$ cat src/hdl/mclks_pkg.sv
package mclks_pkg;

  // keystream length and clocking schedule
  localparam int KEYSTREAM_BYTES = 126;
  localparam int BYTES_PER_WORD  = 8;
  localparam int FRAME_CLOCKS    = 64;
  localparam int SILENT_CLOCKS   = 384;
  localparam int TOTAL_BITS      = KEYSTREAM_BYTES * 8;
  localparam int WORDS           = (KEYSTREAM_BYTES + BYTES_PER_WORD - 1) / BYTES_PER_WORD;
  localparam int LAST_BYTES      = KEYSTREAM_BYTES - (WORDS - 1) * BYTES_PER_WORD;
  localparam int LAST_SHIFT      = 64 - LAST_BYTES * 8;
  localparam int CNT_W           = $clog2((TOTAL_BITS > SILENT_CLOCKS) ?
                                          TOTAL_BITS : SILENT_CLOCKS);

  // request queue between front and back
  localparam int QUEUE_DEPTH = 2;
  localparam int QPTR_W      = $clog2(QUEUE_DEPTH);
  localparam int QCNT_W      = $clog2(QUEUE_DEPTH + 1);

  // feedback tap masks of the three registers
  localparam logic [63:0] MASK_ONE   = 64'hF206_DCBE_1006_1E29;
  localparam logic [63:0] MASK_TWO   = 64'hD998_073E_C97A_B729;
  localparam logic [63:0] MASK_THREE = 64'hA8CF_BE5D_BEC7_C7F6;

  typedef struct packed {
    logic [63:0] key_word_one;
    logic [63:0] key_word_two;
    logic [63:0] key_word_three;
    logic [63:0] frame_value;
  } req_t;

  typedef enum logic [1:0] {
    ST_IDLE,
    ST_FRAME,
    ST_SILENT,
    ST_STREAM
  } back_state_t;

  // one conditional step of a register under majority clocking
  function automatic logic [63:0] lfsr_step(input logic [63:0] lfsr,
                                            input logic [63:0] mask,
                                            input logic        maj);
    logic [63:0] res;
    res = lfsr;
    if (lfsr[31] == maj) begin
      res = {lfsr[62:0], ^(lfsr & mask)};
    end
    return res;
  endfunction

endpackage

$ cat src/hdl/mclks_req_if.sv
interface mclks_req_if;
  logic        valid;
  logic        ready;
  logic [63:0] key_word_one;
  logic [63:0] key_word_two;
  logic [63:0] key_word_three;
  logic [63:0] frame_value;

  modport source (output valid, output key_word_one, output key_word_two,
                  output key_word_three, output frame_value, input ready);
  modport sink   (input valid, input key_word_one, input key_word_two,
                  input key_word_three, input frame_value, output ready);
endinterface

$ cat src/hdl/mclks_word_if.sv
interface mclks_word_if;
  logic        valid;
  logic        ready;
  logic [63:0] stream_word;
  logic [3:0]  valid_bytes;
  logic        last_word;

  modport source (output valid, output stream_word, output valid_bytes,
                  output last_word, input ready);
  modport sink   (input valid, input stream_word, input valid_bytes,
                  input last_word, output ready);
endinterface

$ cat src/hdl/mclks_front.sv
module mclks_front (
  input  logic               clk,
  input  logic               rst,
  mclks_req_if.sink          req,
  output logic               push,
  output mclks_pkg::req_t    push_item,
  input  logic               queue_full
);

  logic            hold_valid;
  mclks_pkg::req_t hold_item;

  // one holding stage in front of the queue
  assign push      = hold_valid && !queue_full;
  assign push_item = hold_item;
  assign req.ready = !hold_valid || !queue_full;

  always_ff @(posedge clk) begin
    if (rst) begin
      hold_valid <= 1'b0;
    end else if (req.ready) begin
      hold_valid <= req.valid;
    end
  end

  // capture the request word
  always_ff @(posedge clk) begin
    if (req.valid && req.ready) begin
      hold_item.key_word_one   <= req.key_word_one;
      hold_item.key_word_two   <= req.key_word_two;
      hold_item.key_word_three <= req.key_word_three;
      hold_item.frame_value    <= req.frame_value;
    end
  end

endmodule

$ cat src/hdl/mclks_queue.sv
module mclks_queue (
  input  logic            clk,
  input  logic            rst,
  input  logic            push,
  input  mclks_pkg::req_t push_item,
  output logic            full,
  output logic            pop_valid,
  output mclks_pkg::req_t pop_item,
  input  logic            pop
);

  mclks_pkg::req_t                     entries [mclks_pkg::QUEUE_DEPTH];
  logic [mclks_pkg::QPTR_W-1:0]        head;
  logic [mclks_pkg::QPTR_W-1:0]        tail;
  logic [mclks_pkg::QCNT_W-1:0]        fill;
  logic                                do_push;
  logic                                do_pop;

  assign full      = (fill == mclks_pkg::QCNT_W'(mclks_pkg::QUEUE_DEPTH));
  assign pop_valid = (fill != '0);
  assign pop_item  = entries[head];
  assign do_push   = push && !full;
  assign do_pop    = pop && pop_valid;

  // pointers and fill level
  always_ff @(posedge clk) begin
    if (rst) begin
      head <= '0;
      tail <= '0;
      fill <= '0;
    end else begin
      if (do_push) begin
        tail <= tail + 1'b1;
      end
      if (do_pop) begin
        head <= head + 1'b1;
      end
      unique case ({do_push, do_pop})
        2'b10:   fill <= fill + 1'b1;
        2'b01:   fill <= fill - 1'b1;
        default: fill <= fill;
      endcase
    end
  end

  // entry storage
  always_ff @(posedge clk) begin
    if (do_push) begin
      entries[tail] <= push_item;
    end
  end

endmodule

$ cat src/hdl/mclks_back.sv
module mclks_back (
  input  logic            clk,
  input  logic            rst,
  input  logic            item_valid,
  input  mclks_pkg::req_t item,
  output logic            item_pop,
  mclks_word_if.source    word
);

  mclks_pkg::back_state_t          state;
  mclks_pkg::back_state_t          state_next;
  logic [mclks_pkg::CNT_W-1:0]     count;
  logic [mclks_pkg::CNT_W-1:0]     count_next;
  logic [63:0]                     lfsr_one;
  logic [63:0]                     lfsr_two;
  logic [63:0]                     lfsr_three;
  logic [63:0]                     lfsr_one_next;
  logic [63:0]                     lfsr_two_next;
  logic [63:0]                     lfsr_three_next;
  logic [63:0]                     frame;
  logic [63:0]                     frame_next;
  logic [63:0]                     acc;
  logic [63:0]                     acc_next;
  logic                            out_valid;
  logic                            out_valid_next;
  logic [63:0]                     out_word;
  logic [3:0]                      out_bytes;
  logic                            out_last;
  logic                            emit;
  logic                            maj;
  logic [63:0]                     step_one;
  logic [63:0]                     step_two;
  logic [63:0]                     step_three;
  logic                            stream_bit;
  logic [63:0]                     acc_shift;
  logic                            last_bit;
  logic                            word_end;
  logic                            stall;

  // majority of bit 31 of each register, the clock bits, and the stepped registers
  always_comb begin
    maj = (lfsr_one[31] & lfsr_two[31]) | (lfsr_one[31] & lfsr_three[31]) |
          (lfsr_two[31] & lfsr_three[31]);
    step_one   = mclks_pkg::lfsr_step(lfsr_one,   mclks_pkg::MASK_ONE,   maj);
    step_two   = mclks_pkg::lfsr_step(lfsr_two,   mclks_pkg::MASK_TWO,   maj);
    step_three = mclks_pkg::lfsr_step(lfsr_three, mclks_pkg::MASK_THREE, maj);
    stream_bit = step_one[63] ^ step_two[63] ^ step_three[63];
    acc_shift  = {acc[62:0], stream_bit};
    last_bit   = (count == mclks_pkg::CNT_W'(mclks_pkg::TOTAL_BITS - 1));
    word_end   = (count[5:0] == 6'h3F) || last_bit;
    stall      = word_end && out_valid && !word.ready;
  end

  // sequencer: load, frame mixing, silent run, keystream output
  always_comb begin
    state_next      = state;
    count_next      = count;
    lfsr_one_next   = lfsr_one;
    lfsr_two_next   = lfsr_two;
    lfsr_three_next = lfsr_three;
    frame_next      = frame;
    acc_next        = acc;
    item_pop        = 1'b0;
    emit            = 1'b0;
    unique case (state)
      mclks_pkg::ST_IDLE: begin
        item_pop = 1'b1;
        if (item_valid) begin
          lfsr_one_next   = item.key_word_one;
          lfsr_two_next   = item.key_word_two;
          lfsr_three_next = item.key_word_three;
          frame_next      = item.frame_value;
          count_next      = '0;
          state_next      = mclks_pkg::ST_FRAME;
        end
      end
      mclks_pkg::ST_FRAME: begin
        lfsr_one_next   = step_one   ^ {63'd0, frame[0]};
        lfsr_two_next   = step_two   ^ {63'd0, frame[0]};
        lfsr_three_next = step_three ^ {63'd0, frame[0]};
        frame_next      = {1'b0, frame[63:1]};
        count_next      = count + 1'b1;
        if (count == mclks_pkg::CNT_W'(mclks_pkg::FRAME_CLOCKS - 1)) begin
          count_next = '0;
          state_next = mclks_pkg::ST_SILENT;
        end
      end
      mclks_pkg::ST_SILENT: begin
        lfsr_one_next   = step_one;
        lfsr_two_next   = step_two;
        lfsr_three_next = step_three;
        count_next      = count + 1'b1;
        if (count == mclks_pkg::CNT_W'(mclks_pkg::SILENT_CLOCKS - 1)) begin
          count_next = '0;
          state_next = mclks_pkg::ST_STREAM;
        end
      end
      mclks_pkg::ST_STREAM: begin
        if (!stall) begin
          lfsr_one_next   = step_one;
          lfsr_two_next   = step_two;
          lfsr_three_next = step_three;
          acc_next        = acc_shift;
          count_next      = count + 1'b1;
          emit            = word_end;
          if (last_bit) begin
            count_next = '0;
            state_next = mclks_pkg::ST_IDLE;
          end
        end
      end
      default: begin
        state_next = mclks_pkg::ST_IDLE;
      end
    endcase
  end

  // output register valid flag
  always_comb begin
    out_valid_next = out_valid;
    if (emit) begin
      out_valid_next = 1'b1;
    end else if (word.ready) begin
      out_valid_next = 1'b0;
    end
  end

  always_ff @(posedge clk) begin
    if (rst) begin
      state     <= mclks_pkg::ST_IDLE;
      count     <= '0;
      out_valid <= 1'b0;
    end else begin
      state     <= state_next;
      count     <= count_next;
      out_valid <= out_valid_next;
    end
  end

  // datapath registers
  always_ff @(posedge clk) begin
    lfsr_one   <= lfsr_one_next;
    lfsr_two   <= lfsr_two_next;
    lfsr_three <= lfsr_three_next;
    frame      <= frame_next;
    acc        <= acc_next;
  end

  // output word, left-aligned when it is the short final word
  always_ff @(posedge clk) begin
    if (emit) begin
      out_last <= last_bit;
      if (last_bit) begin
        out_word  <= acc_shift << mclks_pkg::LAST_SHIFT;
        out_bytes <= 4'(mclks_pkg::LAST_BYTES);
      end else begin
        out_word  <= acc_shift;
        out_bytes <= 4'(mclks_pkg::BYTES_PER_WORD);
      end
    end
  end

  assign word.valid       = out_valid;
  assign word.stream_word = out_word;
  assign word.valid_bytes = out_bytes;
  assign word.last_word   = out_last;

endmodule

$ cat src/hdl/majority_clocked_lfsr_keystream_core.sv
// channel   dir  payload                                             role
// req       in   key_word_one, key_word_two, key_word_three,         one request per keystream
//                frame_value
// word      out  stream_word, valid_bytes, last_word                 16 words per request
//
// a request passes the front stage and queue; the sequencer loads it, mixes in the 64-bit
// frame value, runs silent and outputs 126 keystream bytes, stepping registers by majority
// the register sequencer runs once per cycle unless stalled on output and sets the rate
// a word not taken stalls the sequencer at the next word boundary only
// the front stage and two-entry queue keep taking requests while the sequencer runs
// synchronous active-high reset clears all handshake and sequencer state
module majority_clocked_lfsr_keystream_core (
  input  logic         clk,
  input  logic         rst,
  mclks_req_if.sink    req,
  mclks_word_if.source word
);

  logic            push;
  mclks_pkg::req_t push_item;
  logic            queue_full;
  logic            pop_valid;
  mclks_pkg::req_t pop_item;
  logic            pop;

  // request intake
  mclks_front u_front (
    .clk        (clk),
    .rst        (rst),
    .req        (req),
    .push       (push),
    .push_item  (push_item),
    .queue_full (queue_full)
  );

  // pending requests
  mclks_queue u_queue (
    .clk       (clk),
    .rst       (rst),
    .push      (push),
    .push_item (push_item),
    .full      (queue_full),
    .pop_valid (pop_valid),
    .pop_item  (pop_item),
    .pop       (pop)
  );

  // keystream sequencer
  mclks_back u_back (
    .clk        (clk),
    .rst        (rst),
    .item_valid (pop_valid),
    .item       (pop_item),
    .item_pop   (pop),
    .word       (word)
  );

endmodule

$ cat src/flat_wrapper.sv
// flat-port wrapper written by rule: the top's interface ports become plain ports
module majority_clocked_lfsr_keystream_core_flat 
  (clk, rst, req_valid, req_key_word_one, req_key_word_two, req_key_word_three, req_frame_value, req_ready, word_valid, word_stream_word, word_valid_bytes, word_last_word, word_ready);
  mclks_req_if req_i ();
  mclks_word_if word_i ();
  input  logic clk;
  input  logic rst;
  input wire logic [$bits(req_i.valid)-1:0] req_valid;
  input wire logic [$bits(req_i.key_word_one)-1:0] req_key_word_one;
  input wire logic [$bits(req_i.key_word_two)-1:0] req_key_word_two;
  input wire logic [$bits(req_i.key_word_three)-1:0] req_key_word_three;
  input wire logic [$bits(req_i.frame_value)-1:0] req_frame_value;
  output wire logic [$bits(req_i.ready)-1:0] req_ready;
  output wire logic [$bits(word_i.valid)-1:0] word_valid;
  output wire logic [$bits(word_i.stream_word)-1:0] word_stream_word;
  output wire logic [$bits(word_i.valid_bytes)-1:0] word_valid_bytes;
  output wire logic [$bits(word_i.last_word)-1:0] word_last_word;
  input wire logic [$bits(word_i.ready)-1:0] word_ready;
  assign req_i.valid = req_valid;
  assign req_i.key_word_one = req_key_word_one;
  assign req_i.key_word_two = req_key_word_two;
  assign req_i.key_word_three = req_key_word_three;
  assign req_i.frame_value = req_frame_value;
  assign req_ready = req_i.ready;
  assign word_valid = word_i.valid;
  assign word_stream_word = word_i.stream_word;
  assign word_valid_bytes = word_i.valid_bytes;
  assign word_last_word = word_i.last_word;
  assign word_i.ready = word_ready;
  majority_clocked_lfsr_keystream_core u_core (.clk(clk), .rst(rst), .req(req_i), .word(word_i));
endmodule
$ cat config.mk
export PLATFORM = sky130hd
export DESIGN_NAME = majority_clocked_lfsr_keystream_core_flat
export DESIGN_NICKNAME = d
export VERILOG_FILES = /design/src/hdl/mclks_pkg.sv /design/src/hdl/mclks_req_if.sv /design/src/hdl/mclks_word_if.sv /design/src/hdl/mclks_front.sv /design/src/hdl/mclks_queue.sv /design/src/hdl/mclks_back.sv /design/src/hdl/majority_clocked_lfsr_keystream_core.sv /design/src/flat_wrapper.sv
export SDC_FILE = /design/constraint.sdc
export NUM_CORES = 1
export LEC_CHECK = 0
export ABC_AREA = 1
export BUFFER_PORTS_ARGS = -buffer_cell sky130_fd_sc_hd__buf_2
export CORE_ASPECT_RATIO = 1.5
export CORE_UTILIZATION = 54
export DETAILED_ROUTE_END_ITERATION = 10
export PLACE_DENSITY_LB_ADDON = 0.12
export SETUP_SLACK_MARGIN = 0.1
export SYNTH_ARGS = -nofsm -noshare
export SYNTH_HDL_FRONTEND = slang
export SYNTH_SLANG_ARGS = --single-unit
$ cat constraint.sdc
create_clock -name clk -period 11.8 [get_ports clk]
set_input_delay 1.18 -clock clk [delete_from_list [all_inputs] [get_ports clk]]
set_output_delay 1.18 -clock clk [all_outputs]
set_load 0.1 [all_outputs]
==> metrics, run 1 <==
design area=about 0.051 sq mm; post_cts resized=0; Clock transition at path regs=0.07 ns; Reg2Reg Launch Point=u_core.u_back.count[0]; TritonCTS clock tree=yes; slowest cell on the critical path=buf_4; WHS Path Cells=0; Rel. slew slack=20.7%; min-delay src=u_core.u_front.push_item[60]; Reg2Reg Depth=12; critical path type=reg2reg; Synth area leader=edfxtp_1; worst clock skew=0.0294 ns; total number of vias=26600; area delta synth->final=13.7%; Async SR Flop Fraction=0%; initial antenna violation count=1; crit end category=flip-flop; number of port buffers=329; RSZ-0062 raised after global routing=false; Root Driver=clkbuf_16; Syn. warnings=0; most common cell after layout, fill and taps aside=edfxtp_1; global route overflow=0; CTS Buf Count=around 100; fin crit period=4.09 ns; # DRC=0; routability-driven placement congestion ratio=0.801; sequential area share after synthesis=78.6%; max incr delay on CP=0.92 ns; Hold Vio Cnt, Final=0; routed vias/inst=5.71; Worst Path Arrival=approximately 4.4 ns; GRT Total Usage=22.7%; PwrDens=270 mW/mm^2; Max-Cap Viols=0; fill count=6078; startpoint types=flip-flop; H-Tree Depth=3; Final Slew Violations=0; endpoint required time on the critical path=12.08 ns; Die ar.=0.0837 sq mm; Fin Hold WS=0.443 ns; nets=3794; initial core utilization=~55%; setup_tns=0 ns; Final Setup Violations=0; top cell type's share of synthesized area=between 70 and 80%; DR iter-0 viols=2095; final WL=approximately 96 mm; count of cell types in the netlist=42; DR WL/cell=20.5 um; maximum VDD drop=roughly 0.00025 V; R2R setup slack=7.71 ns; Clock Sinks=1172; status=complete, no violations; vias in the first global route=around 27000; CP cell instances=ha_1, nand3_1, nor2_1, nand2_2, buf_4, nand2_1, nand2_1, inv_2, nand2_2, nand2_4, inv_8, buf_4; worst hold path type=reg2reg; area of the core=0.0814 sq mm; first drt pass iteration count=8; first-pass GRT wire length=148 mm; setup bufs post-CTS=0; Bufs on Longest Clock Path=3; Syn Std Cell Area=0.0445 sq mm; clk_lat worst skew=between 0.6 and 0.7 ns; Mapped Nets=between 3000 and 4000; min setup slack post-route=7.71 ns; Synth Instances=3232; DP Area=approximately 0.047 sq mm; Leak=18.1 nW; Reg area=around 0.035 sq mm; hold buffer count at cts=0; row cnt=128; Post-synth EDFFs=1153; ys flop type=edfxtp_1; most frequent cells in the layout=edfxtp_1 (1153), nor2_1 (480), o21ai_0 (406); layout cells sized above 1=15.2%; die width=236 um; beginning of the critical path=u_core.u_back.count[0]; I/O pins=331; Tcrit/Tclk final=34.6%; Synth area leaders=edfxtp_1 (78%), o21ai_0 (4.6%), nor2_1 (4.1%); Place WS=roughly 7.4 ns; Die Span Y=roughly 350 um; worst slew pin tran=1.19 ns; Max Freq=245 MHz; DP HPWL=roughly 55 mm; Avg Inst Size Synth=13.8 sq um; RR Endpoint=u_core.u_back.lfsr_two[23]; post-synthesis register bit count=1172; Multi-input gate area=0.00856 sq mm; WHS Endpoint=u_core.u_queue.entries[1][60]; DRT antenna net count=0; CP Max Fanout=~130; largest net degree at the start of global routing=169
==> layer usage <==
metal  track usage [%]  up-vias  share of wire, %  routed length, um
met4              9.10        0               3.4               3210
met2              39.0      940                51              48300
met1              28.9    13100                40              38400
met3              3.52      175               5.9               5610
li1                  -    12300                 -                  -
met5                 0        -                 0                  0
==> per-stage QoR <==
stage                     cells  total power [W]  utilization [%]
after floorplan            3232          0.00921                -
after global placement     4462           0.0101             58.0
after detailed placement   4462           0.0103             58.0
after CTS                  4655           0.0138             62.2
after global routing       4655           0.0145             62.2
final                      4657           0.0137             62.2
==> synthesized netlist by cell type, types with 2 or more instances <==
master	number
clkbuf_1	148
inv_1	98
nand2_1	399
o22ai_1	185
nand2_2	5
edfxtp_1	1153
o21ai_1	4
xnor2_1	36
buf_2	3
nand3b_1	6
a21oi_1	143
buf_4	4
o21a_1	2
buf_1	10
nand2_4	2
o21ai_0	406
nor2_1	484
ha_1	6
dfxtp_1	19
inv_2	8
or2_2	4
xor2_1	27
nand3_1	60
nor3_1	2
==> cell type report <==
cell class,count,share of cell area (%)
clock inverters,68,1.48
flip-flops and latches,1172,69.2
well taps,1040,2.57
inverters,107,0.838
multi-input cells,1788,16.9
diodes,2,0.00989
repair buffers,355,3.66
clock buffers,125,5.38
==> power by group <==
group          total (W)  leakage (nW)  switching [W]  internal [W]
Combinational    0.00388          5.40        0.00273       0.00115
Clock            0.00346          1.68        0.00148       0.00198
Sequential       0.00636          11.0       0.000498       0.00586
Total             0.0137          18.1        0.00471       0.00898
==> how the worst max path moves through the flow <==
stage,end,slack (ns)
global route,u_core.u_queue.entries[0][50],7.39
CTS,u_core.u_queue.entries[0][50],7.69
global placement,u_core.u_front.push_item[254],7.54
floorplan,u_core.u_queue.entries[0][0],-0.28
finish,u_core.u_back.lfsr_two[23],7.71
detailed placement,u_core.u_front.push_item[55],7.39
==> critical path: cells and delay by family (launching register included) <==
| family | cells | cell delay, ns |
|---|---|---|
| buf+inv | 4 | 2.15 |
| simple gates | 7 | 0.76 |
| flops | 1 | 0.34 |
| fa+ha+maj | 1 | 0.23 |
==> registers in the layout, summed over array words and instances (netlist names), named ones only <==
| signal | count |
|---|---|
| u_core.u_queue.entries | 512 |
| u_core.u_front.push_item | 256 |
| u_core.u_back.frame | 64 |
| u_core.u_back.lfsr_one | 64 |
| u_core.u_back.lfsr_three | 64 |
| u_core.u_back.lfsr_two | 64 |
| u_core.u_back.word.stream_word | 64 |
| u_core.u_back.acc | 63 |
| u_core.u_back.count | 10 |
| u_core.u_back.state | 2 |
| u_core.u_back.word.valid_bytes | 2 |
| u_core.u_queue.fill | 2 |
| u_core.u_back.word.valid | 1 |
| u_core.u_front.hold_valid | 1 |
| u_core.u_queue.head | 1 |
| u_core.u_queue.tail | 1 |
==> cell families (layout without fill, tap and decap cells) <==
kind of cell | Yosys count | count (layout) | share of synthesized area (%)
xor+xnor | 64 | 64 | 1.28
buf+inv | 272 | 655 | 2.33
flops | 1172 | 1172 | 78.6
other cells | 1 | 3 | 0.00842
simple gates | 967 | 967 | 8.53
compound gates | 748 | 748 | 9.03
fa+ha+maj | 6 | 6 | 0.169
mux | 2 | 2 | 0.0534
No activity file was read; power rests on OpenSTA's default activity.
==> run 2: changes to the inputs <==
ABC_AREA = 0   (was 1)
CORE_UTILIZATION = 60   (was 54)
clock period = 4.3 ns   (was 11.8 ns; I/O delays follow)
==> run 2 against run 1 <==
Against the previous run:
- sequential cell count stayed put
- setup slack worse by 6.4 ns
- via count is 10% lower
- first-iteration DRC count is 21% lower
- register-to-register slack worse by 6.4 ns
- critical path depth is 7 lower
- sequential power grew to 2.7 times the previous value
- fmax is 37% higher
- synthesized area is 0.75% higher
- wire length is 5.9% lower
- cell count is 7.0% lower
- combinational power grew to 2.9 times the previous value
- highest routed layer is now met5
==> metrics, run 2 <==
status=complete, no violations (unchanged); count of cell types in the netlist=46 (was 42); design area=0.0537 sq mm (was 0.0506 sq mm); H-Tree Depth=3 (unchanged); Mapped Nets=2926 (was 3498); initial antenna violation count=7 (was 1); largest net degree at the start of global routing=135 (was 169); routed vias/inst=5.52 (was 5.71); Async SR Flop Fraction=0% (unchanged); setup bufs post-CTS=0 (unchanged); # DRC=0 (unchanged); R2R setup slack=1.31 ns (was 7.71 ns); Tcrit/Tclk final=69.6% (was 34.6%); sequential area share after synthesis=78.0% (was 78.6%); Synth Instances=2660 (was 3232); nets=3521 (was 3794); RR Endpoint=u_core.u_back.lfsr_one[3] (was u_core.u_back.lfsr_two[23]); worst slew pin tran=1.13 ns (was 1.19 ns); TritonCTS clock tree=yes (unchanged); Post-synth EDFFs=1153 (unchanged); worst clock skew=0.0235 ns (was 0.0294 ns); most flop-heavy register=u_core.u_queue.entries (unchanged); top cells by count, synth=edfxtp_1 (1153), nand2_1 (400), o21ai_0 (257) (was edfxtp_1 (1153), nor2_1 (484), o21ai_0 (406)); routability-driven placement congestion ratio=0.840 (was 0.801); DP HPWL=52.4 mm (was 55.0 mm); area of the core=0.0739 sq mm (was 0.0814 sq mm); most frequent cells in the layout=edfxtp_1 (1153), nand2_1 (399), buf_2 (329) (was edfxtp_1 (1153), nor2_1 (480), o21ai_0 (406)); area delta synth->final=19.6% (was 13.7%); ys flop type=edfxtp_1 (unchanged); final WL=89.9 mm (was 95.5 mm); min-delay src=req_key_word_three[63] (was u_core.u_front.push_item[60]); worst hold path type=in2reg (was reg2reg); max incr delay on CP=0.71 ns (was 0.92 ns); maximum VDD drop=0.000794 V (was 0.000254 V); RSZ-0062 raised after global routing=false (unchanged); met2 WL=48.3 mm (about the same); Cell Int Power=0.0263 W (was 0.00898 W); Avg Inst Size Synth=16.9 sq um (was 13.8 sq um); fin crit period=2.99 ns (was 4.09 ns); crit end category=flip-flop (unchanged); CP cell instances=inv_1, ha_4, or2_4, buf_12, o21ai_0 (was ha_1, nand3_1, nor2_1, nand2_2, buf_4, nand2_1, nand2_1, inv_2, nand2_2, nand2_4, inv_8, buf_4); Leak=19.5 nW (was 18.1 nW); clk_lat worst skew=0.66 ns (was 0.68 ns); sw frac=30.6% (was 34.4%); first-pass GRT wire length=138 mm (was 148 mm); Die Span Y=337 um (was 354 um); global route overflow=0 (unchanged); most common cell in the netlist=edfxtp_1 (unchanged); Clock Sinks=1172 (unchanged); Synth area leaders=edfxtp_1 (77%), mux2i_1 (5.6%), mux2_2 (4.8%) (was edfxtp_1 (78%), o21ai_0 (4.6%), nor2_1 (4.1%)); routed wl met3=4.36 mm (was 5.61 mm); Reg2Reg Depth=5 (was 12); DRT antenna net count=0 (unchanged); Bufs on Longest Clock Path=3 (unchanged); Final Slew Violations=0 (unchanged); top sig layer=met5 (was met4); WL met1=34.7 mm (was 38.4 mm); Clk network pwr share=24.3% (was 25.3%); Comb pwr share=29.9% (was 28.3%); Syn Std Cell Area=0.0449 sq mm (was 0.0445 sq mm); first drt pass iteration count=5 (was 8); CP Max Fanout=122 (was 128); most common cell after layout, fill and taps aside=edfxtp_1 (unchanged); Worst Path Arrival=3.36 ns (was 4.37 ns); post-synthesis register bit count=1172 (unchanged); Final Setup Violations=0 (unchanged); total number of vias=23900 (was 26600); slowest cell on the critical path=ha_4 (was buf_4); worst setup path end=u_core.u_back.lfsr_one[3] (was u_core.u_back.lfsr_two[23]); Clock transition at path regs=0.07 ns (about the same); CTS Buf Count=105 (was 104); Rel. slew slack=24.4% (was 20.7%); layout cells sized above 1=21.8% (was 15.2%); endpoint required time on the critical path=4.67 ns (was 12.08 ns); startpoint types=flip-flop (unchanged); critical path type=reg2reg (unchanged); initial core utilization=60.7% (was 54.7%); vias in the first global route=25100 (was 26900); Finished Core Util=72.6% (was 62.2%); Hold Vio Cnt, Final=0 (unchanged); max FFs per register=512 (unchanged); Max Freq=334 MHz (was 245 MHz); Root Driver=clkbuf_16 (unchanged); top cell type's share of synthesized area=77.2% (was 77.7%); I/O pins=331 (unchanged); Syn. warnings=0 (unchanged); die width=225 um (was 236 um); Seq pwr share=45.8% (was 46.4%); Max-Cap Viols=0 (unchanged); PwrDens=706 mW/mm^2 (was 270 mW/mm^2); beginning of the critical path=u_core.u_back.state[0] (was u_core.u_back.count[0]); DP Area=0.0478 sq mm (was 0.0471 sq mm); GRT Total Usage=24.0% (was 22.7%); DR WL/cell=20.7 um (was 20.5 um); Reg2Reg Launch Point=u_core.u_back.state[0] (was u_core.u_back.count[0]); Die ar.=0.0759 sq mm (was 0.0837 sq mm); Synth area leader=edfxtp_1 (unchanged); number of port buffers=329 (unchanged); Psw=0.0116 W (was 0.00471 W); row cnt=122 (was 128); DR iter-0 viols=1658 (was 2095)
[run 2: cell types whose count changed after synthesis, sizes merged, moves of 56 or more]
cell,delta
nand3,-56
inv,-96
mux2i,+247
nor2,-446
mux2,+194
a21oi,-122
o22ai,-185
o21ai,-154
[run 2: logic make-up (layout without fill, tap and decap cells)]
| family | after synthesis | count (layout) | share of synthesized area, % |
|---|---|---|---|
| simple gates | 490 | 490 | 4.39 |
| buf+inv | 141 | 820 | 1.26 |
| flops | 1172 | 1172 | 78.0 |
| mux | 443 | 443 | 10.4 |
| xor+xnor | 106 | 106 | 2.21 |
| other cells | 1 | 3 | 0.00836 |
| fa+ha+maj | 6 | 6 | 0.167 |
| compound gates | 301 | 301 | 3.53 |
[run 2: metal layers]
metal	track usage (%)	up-vias
met1	28.6	11900
met4	8.39	12
met2	44.1	700
met3	3.28	143
li1	-	11100
met5	0	-
[run 2: area by class of cell]
class,instances,area (sq um)
fill,4672,20200
multi-input combinational,1347,9440
timing repair buffer,619,4570
clock inverter,61,598
sequential,1172,35000
clock buffer,130,2740
tap,992,1240
inverter,10,41.3
antenna,2,5.00
[run 2: worst min-delay path by stage]
| stage | end | cells after the start |
|---|---|---|
| after floorplan | u_core.u_queue.entries[0][0] | 0 |
| after global placement | u_core.u_queue.entries[0][13] | 0 |
| after detailed placement | u_core.u_queue.entries[0][141] | 0 |
| after CTS | u_core.u_front.hold_valid | 3 |
| after global routing | u_core.u_front.push_item[127] | 1 |
| final | u_core.u_front.push_item[127] | 1 |
[run 2: repair_timing]
item,4_1_cts,5_1_grt
hold buffers,255,0
resized for setup,0,0
endpoints found under the hold margin,255,0
[run 2: worst max-delay path, delay by kind of cell (launching register included)]
kind,cells,cell delay (ns)
flops,1,0.37
fa+ha+maj,1,0.71
buf+inv,2,0.57
simple gates,1,0.68
compound gates,1,0.23
[run 2: stage by stage]
stage	worst slack (ns)	setup TNS (ns)	total power (W)	hold slack, ns	std cells
2_1_floorplan	-0.521	-164.70	0.0256	0.421	2660
3_3_place_gp	1.45	0	0.0283	0.423	3885
3_5_place_dp	1.32	0	0.0288	0.429	3885
4_1_cts	1.29	0	0.0382	0.000451	4331
5_1_grt	1.09	0	0.0398	0.0132	4332
6_report	1.31	0	0.0379	0.0181	4333
[run 2: power by group through the flow]
stage	logic, W	registers [W]	clock network [W]
2_1_floorplan	0.00858	0.0170	0
3_3_place_gp	0.0109	0.0174	0
3_5_place_dp	0.0113	0.0176	0
4_1_cts	0.0115	0.0173	0.00936
5_1_grt	0.0124	0.0176	0.00976
6_report	0.0113	0.0173	0.00920
